--- config.mk ---
export PLATFORM = sky130hd
export DESIGN_NAME = pse_front
export DESIGN_NICKNAME = d
export VERILOG_FILES = /design/src/rtl/pse_pkg.sv /design/src/rtl/pse_front.sv
export SDC_FILE = /design/constraint.sdc
export NUM_CORES = 1
export LEC_CHECK = 0
export BUFFER_PORTS_ARGS = -buffer_cell sky130_fd_sc_hd__buf_2
export CAP_MARGIN = 40
export CORE_UTILIZATION = 35
export CTS_BUF_LIST = sky130_fd_sc_hd__clkbuf_8
export DETAILED_ROUTE_END_ITERATION = 10
export MAX_ROUTING_LAYER = met4
export PLACE_DENSITY = 0.58
export REMOVE_ABC_BUFFERS = 1
export SYNTH_ARGS = -nofsm -noshare
export SYNTH_HDL_FRONTEND = slang
export SYNTH_SLANG_ARGS = --single-unit
--- constraint.sdc ---
create_clock -name clock -period 1.88 [get_ports clock]
set_input_delay 0.188 -clock clock [delete_from_list [all_inputs] [get_ports clock]]
set_output_delay 0.188 -clock clock [all_outputs]
set_load 0.005 [all_outputs]
--- src/rtl/pse_pkg.sv ---
// Shared types, constants and the byte classifier of the postfix evaluator.
// No dependencies; all files but pse_ram refer to it by scoped names.
`default_nettype none

package pse_pkg;

   // Stack sizing
   localparam int STACK_DEPTH = 128;
   localparam int CNT_W       = $clog2(STACK_DEPTH + 1);
   localparam int ADDR_W      = $clog2(STACK_DEPTH);

   // Queue between classifier and stack engine (power of two)
   localparam int QUEUE_DEPTH = 4;
   localparam int QPTR_W      = $clog2(QUEUE_DEPTH);
   localparam int QCNT_W      = $clog2(QUEUE_DEPTH + 1);

   localparam int DATA_W = 32;

   // Character codes
   localparam logic [7:0] CHAR_NUL   = 8'd0;
   localparam logic [7:0] CHAR_ZERO  = 8'd48;
   localparam logic [7:0] CHAR_NINE  = 8'd57;
   localparam logic [7:0] CHAR_UP_A  = 8'd65;
   localparam logic [7:0] CHAR_UP_Z  = 8'd90;
   localparam logic [7:0] CHAR_LO_A  = 8'd97;
   localparam logic [7:0] CHAR_LO_Z  = 8'd122;
   localparam logic [7:0] CHAR_PLUS  = 8'd43;
   localparam logic [7:0] CHAR_MINUS = 8'd45;
   localparam logic [7:0] CHAR_STAR  = 8'd42;

   typedef enum logic [1:0] {
      ERR_NONE  = 2'd0,
      ERR_UNDER = 2'd1,
      ERR_OVER  = 2'd2,
      ERR_DIV0  = 2'd3
   } err_type;

   typedef enum logic [2:0] {
      KIND_PUSH,
      KIND_ADD,
      KIND_SUB,
      KIND_MUL,
      KIND_DIV,
      KIND_END
   } kind_type;

   typedef struct packed {
      kind_type   kind;
      logic [6:0] value;   // operand value, byte minus '0'
   } item_type;

   typedef struct packed {
      logic              start;
      logic [DATA_W-1:0] dividend;
      logic [DATA_W-1:0] divisor;
   } div_req_type;

   typedef struct packed {
      logic              done;
      logic [DATA_W-1:0] quotient;
   } div_rsp_type;

   function automatic item_type classify(input logic [7:0] ch);
      item_type   it;
      logic [7:0] diff;
      diff     = ch - CHAR_ZERO;
      it.value = diff[6:0];
      if (ch == CHAR_NUL) begin
         it.kind = KIND_END;
      end else if ((ch >= CHAR_ZERO && ch <= CHAR_NINE) ||
                   (ch >= CHAR_UP_A && ch <= CHAR_UP_Z) ||
                   (ch >= CHAR_LO_A && ch <= CHAR_LO_Z)) begin
         it.kind = KIND_PUSH;
      end else if (ch == CHAR_PLUS) begin
         it.kind = KIND_ADD;
      end else if (ch == CHAR_MINUS) begin
         it.kind = KIND_SUB;
      end else if (ch == CHAR_STAR) begin
         it.kind = KIND_MUL;
      end else begin
         it.kind = KIND_DIV;
      end
      return it;
   endfunction

endpackage

`default_nettype wire

--- src/rtl/pse_front.sv ---
// Front end: classifies incoming expression bytes and queues them.
// Depends on pse_pkg for the item type and classifier.
`default_nettype none

module pse_front (
   input  wire logic              clock,
   input  wire logic              reset,
   input  wire logic              req_tvalid,
   output logic                   req_tready,
   input  wire logic [7:0]        req_tdata,   // [7:0] char_in
   output logic                   deq_valid,
   input  wire logic              deq_ready,
   output pse_pkg::item_type      deq_item
);

   pse_pkg::item_type q_ff [pse_pkg::QUEUE_DEPTH];

   logic [pse_pkg::QPTR_W-1:0] wr_ptr_ff, wr_ptr_in;
   logic [pse_pkg::QPTR_W-1:0] rd_ptr_ff, rd_ptr_in;
   logic [pse_pkg::QCNT_W-1:0] fill_ff, fill_in;
   logic                       push;
   logic                       pop;

   assign req_tready = (fill_ff != pse_pkg::QCNT_W'(pse_pkg::QUEUE_DEPTH));
   assign deq_valid  = (fill_ff != '0);
   assign deq_item   = q_ff[rd_ptr_ff];
   assign push       = req_tvalid && req_tready;
   assign pop        = deq_valid && deq_ready;

   always_comb begin
      wr_ptr_in = push ? wr_ptr_ff + 1'b1 : wr_ptr_ff;
      rd_ptr_in = pop ? rd_ptr_ff + 1'b1 : rd_ptr_ff;
      fill_in   = fill_ff;
      if (push && !pop) begin
         fill_in = fill_ff + 1'b1;
      end else if (pop && !push) begin
         fill_in = fill_ff - 1'b1;
      end
   end

   always_ff @(posedge clock) begin
      if (reset) begin
         wr_ptr_ff <= '0;
         rd_ptr_ff <= '0;
         fill_ff   <= '0;
      end else begin
         wr_ptr_ff <= wr_ptr_in;
         rd_ptr_ff <= rd_ptr_in;
         fill_ff   <= fill_in;
      end
      if (push) begin
         q_ff[wr_ptr_ff] <= pse_pkg::classify(req_tdata);
      end
   end

endmodule

`default_nettype wire

==> results.ini <==
[outcome]
status=complete, but fails checks
violations=negative setup slack

[clocking]
clock_latency_ns=0.31
cts_max_path_buffers=2
cts_buffers=5
postCtsHoldBufs=0
htreeDepth=2
cts.clk_slew.worst_paths_ns=0.09
cts-root-buf=clkbuf_8
clock_sinks=49
tritoncts=built

[synthesis]
synth_area_leaders=edfxtp_1, mux4_2, dfxtp_1, ha_1, nor2_1
synth.avg_cell_area_um2=16.4
async_flop_share_pct=0
yosysWarnings=0
ys_types=38
synth_top_area_share_pct=56.0
yosysTopAreaCell=edfxtp_1
netlist_area_um2=2140
synth-edff-count=40
synth_cells=131
yosysSeqAreaShare_pct=64.4
ys_ff_latch=49
ys.flop_type=edfxtp_1

[global_route]
track_usage_pct=14.1
met1_usage_pct=16.8
grt_use_met2_pct=23.8
grt-busiest-layer=met2
grt_use_met3_pct=2.50
antenna_found_initial=0
grt_max_degree=17
grt_pass1_wl_mm=6.40
overflow=0
grt_pass1_vias=1298

[die]
fp.dieH_um=80.3
die_area_um2=6440
io_pins=24
fp.dieW_um=80.3
core_area_um2=5920
num_rows=28
initial_core_util_pct=36.2

[finish]
regArea_um2=1380
layout-drive-gt1-share_pct=38.5
antenna_cells=0
utilization_pct=43.9
nFillCells=543
areaGrowthSynthToFinish_pct=21.1
fin_nets=196
multiInputGateArea_um2=753

[power_and_ir_drop]
internal_power_mw=2.26
p_clk_share_pct=24.2
p_seq_share_pct=45.2
leakagePower_nw=0.955
power_mw=3.12
vdd_drop_max_mv=0.445
p_per_area_nw_per_um2=1200
pwr-share-comb_pct=30.6
switchingPower_mw=0.865
swShare_pct=27.7

[detailed_routing]
antenna_left=0
first_pass_iters=4
vias=1233
routed_wl_mm=3.86
drc_errors=0
drtIter0Drc=72
vias_per_cell=4.95
wl_per_cell_um=15.5

[setup_path]
worstPathArrival_ns=2.24
worstSetupStartpoint=fill_ff[0]$_SDFFE_PP0P_
cp_max_fo=2
cp_num_buf_inv=1
cp_cell_sequence=or3_4, nand2_4, ha_4, inv_1, fa_2, xor2_1, or3_1, a21oi_2
cp_top_family=simple AND/OR/NAND/NOR gates
worst_r2r_startpoint=fill_ff[0]$_SDFFE_PP0P_
start_kind=flip-flop
slowest_stage=or3_4
max_stage_delay_ns=0.39
worst_ep_required_time_ns=2.12
cp-end-kind=flip-flop
crit_type=reg -> reg

[hold_path]
hold_class=in -> reg
hold_start=reset

[placed_design]
gp_congestion=0.770
io_buffers=23
post-dp-hpwl_mm=2.65
post-place-ws_ns=-0.224

[timing]
clock_skew_ns=0.00791
hold_viol_final=0
setup_slack_ns=-0.119
whs_ns=0.138
rsz0062_at_grt=true
worst_pin_slew_ns=0.543
finalCriticalPeriod_ns=2.00
maxSlewViolCount=0
setup_tns_ns=-0.119
max_freq_mhz=500
slew_headroom_pct=63.8
post-route-period-util_pct=106
setup_violations=1

[job]
maxCapViolations=0

==> path summary, 6_finish.rpt <==
check	to	slack (ns)	depth (start not counted)
worst max-delay path	fill_ff[2]$_SDFFE_PP0P_	-0.12	8
worst min-delay path	fill_ff[2]$_SDFFE_PP0P_	0.14	2
worst max register to register	fill_ff[2]$_SDFFE_PP0P_	-0.12	8
worst min register to register	rd_ptr_ff[0]$_SDFFE_PP0P_	0.55	2
==> sequential cells by signal (all words and copies together), names as in the netlist, named ones only <==
register	count
q_ff	40
wr_ptr_ff	2
fill_ff	3
rd_ptr_ff	2
==> metal layers <==
| layer | up-vias | part of all wire (%) |
|---|---|---|
| met2 | 23 | 52 |
| met5 | - | 0 |
| met3 | 5 | 3.0 |
| li1 | 578 | - |
| met4 | 0 | 1.3 |
| met1 | 627 | 43 |
==> power groups by stage <==
stage,clock [mW],combinational (mW),sequential (mW)
final,0.755,0.956,1.41
after global routing,0.809,1.06,1.43
after CTS,0.766,0.966,1.41
after detailed placement,0,0.913,1.44
after global placement,0,0.873,1.42
after floorplan,0,0.482,1.47
==> worst reg2reg max path, delay by kind of cell (launching register included) <==
| family | cells | cell delay, ns |
|---|---|---|
| AND/OR/NAND/NOR | 3 | 0.81 |
| XOR/XNOR | 1 | 0.18 |
| buffers and inverters | 1 | 0.04 |
| flip-flops | 1 | 0.33 |
| AO/OA/AOI/OAI | 1 | 0.12 |
| adder cells (fa/ha/maj) | 2 | 0.47 |
==> timing repair <==
action / CTS / global route
gates resized for setup: 5 / 3
endpoints found under the setup margin: 1 / 1
setup buffers: 1 / 1
pin swaps: 2 / 1
endpoints found under the hold margin: 0 / 0
==> cell usage after synthesis (2+ instances only) <==
master	count
nand2b_1	3
ha_1	10
nand2_1	2
dfxtp_1	9
nor2_1	10
xnor2_1	2
nand3_1	2
xor2_1	4
nand3b_1	2
mux2i_1	2
mux4_2	10
edfxtp_1	40
inv_1	6
and2_1	4
a21oi_1	2
==> cells in the final DEF (no fill, tap or decap), types with 2 or more instances in the layout <==
cell / synthesis / layout
xor2_1: 4 / 4
clkbuf_8: 0 / 5
nand2b_1: 3 / 3
nor2_1: 10 / 10
mux4_2: 10 / 10
nand3b_1: 2 / 2
dfxtp_1: 9 / 7
dfxtp_2: 0 / 2
nand3_1: 2 / 2
and2_1: 4 / 4
buf_2: 1 / 23
edfxtp_1: 40 / 40
xnor2_1: 2 / 2
ha_1: 10 / 9
buf_4: 0 / 15
mux2i_1: 2 / 2
inv_1: 6 / 6
==> through the flow <==
| step | cell area, um2 | std cells |
|---|---|---|
| 2_1_floorplan | 2130 | 128 |
| 3_3_place_gp | 2440 | 239 |
| 3_5_place_dp | 2440 | 239 |
| 4_1_cts | 2580 | 248 |
| 5_1_grt | 2600 | 249 |
| 6_report | 2600 | 249 |
==> final cells by class <==
class                           instances  area share (%)
Multi-Input combinational cell         73            29.0
Sequential cell                        49            53.3
Clock inverter                          3            1.78
Timing Repair Buffer                   38            8.77
Clock buffer                            5            2.65
Tap cell                               75            3.61
Inverter                                6           0.867
==> cell families after synthesis <==
group,Yosys count,synth area share (%)
flops,49,64.4
simple gates,33,9.57
mux,12,11.4
compound gates,11,3.68
fa+ha+maj,11,6.77
buf+inv,9,1.63
xor+xnor,6,2.45
(Power assumes the default switching activity.)
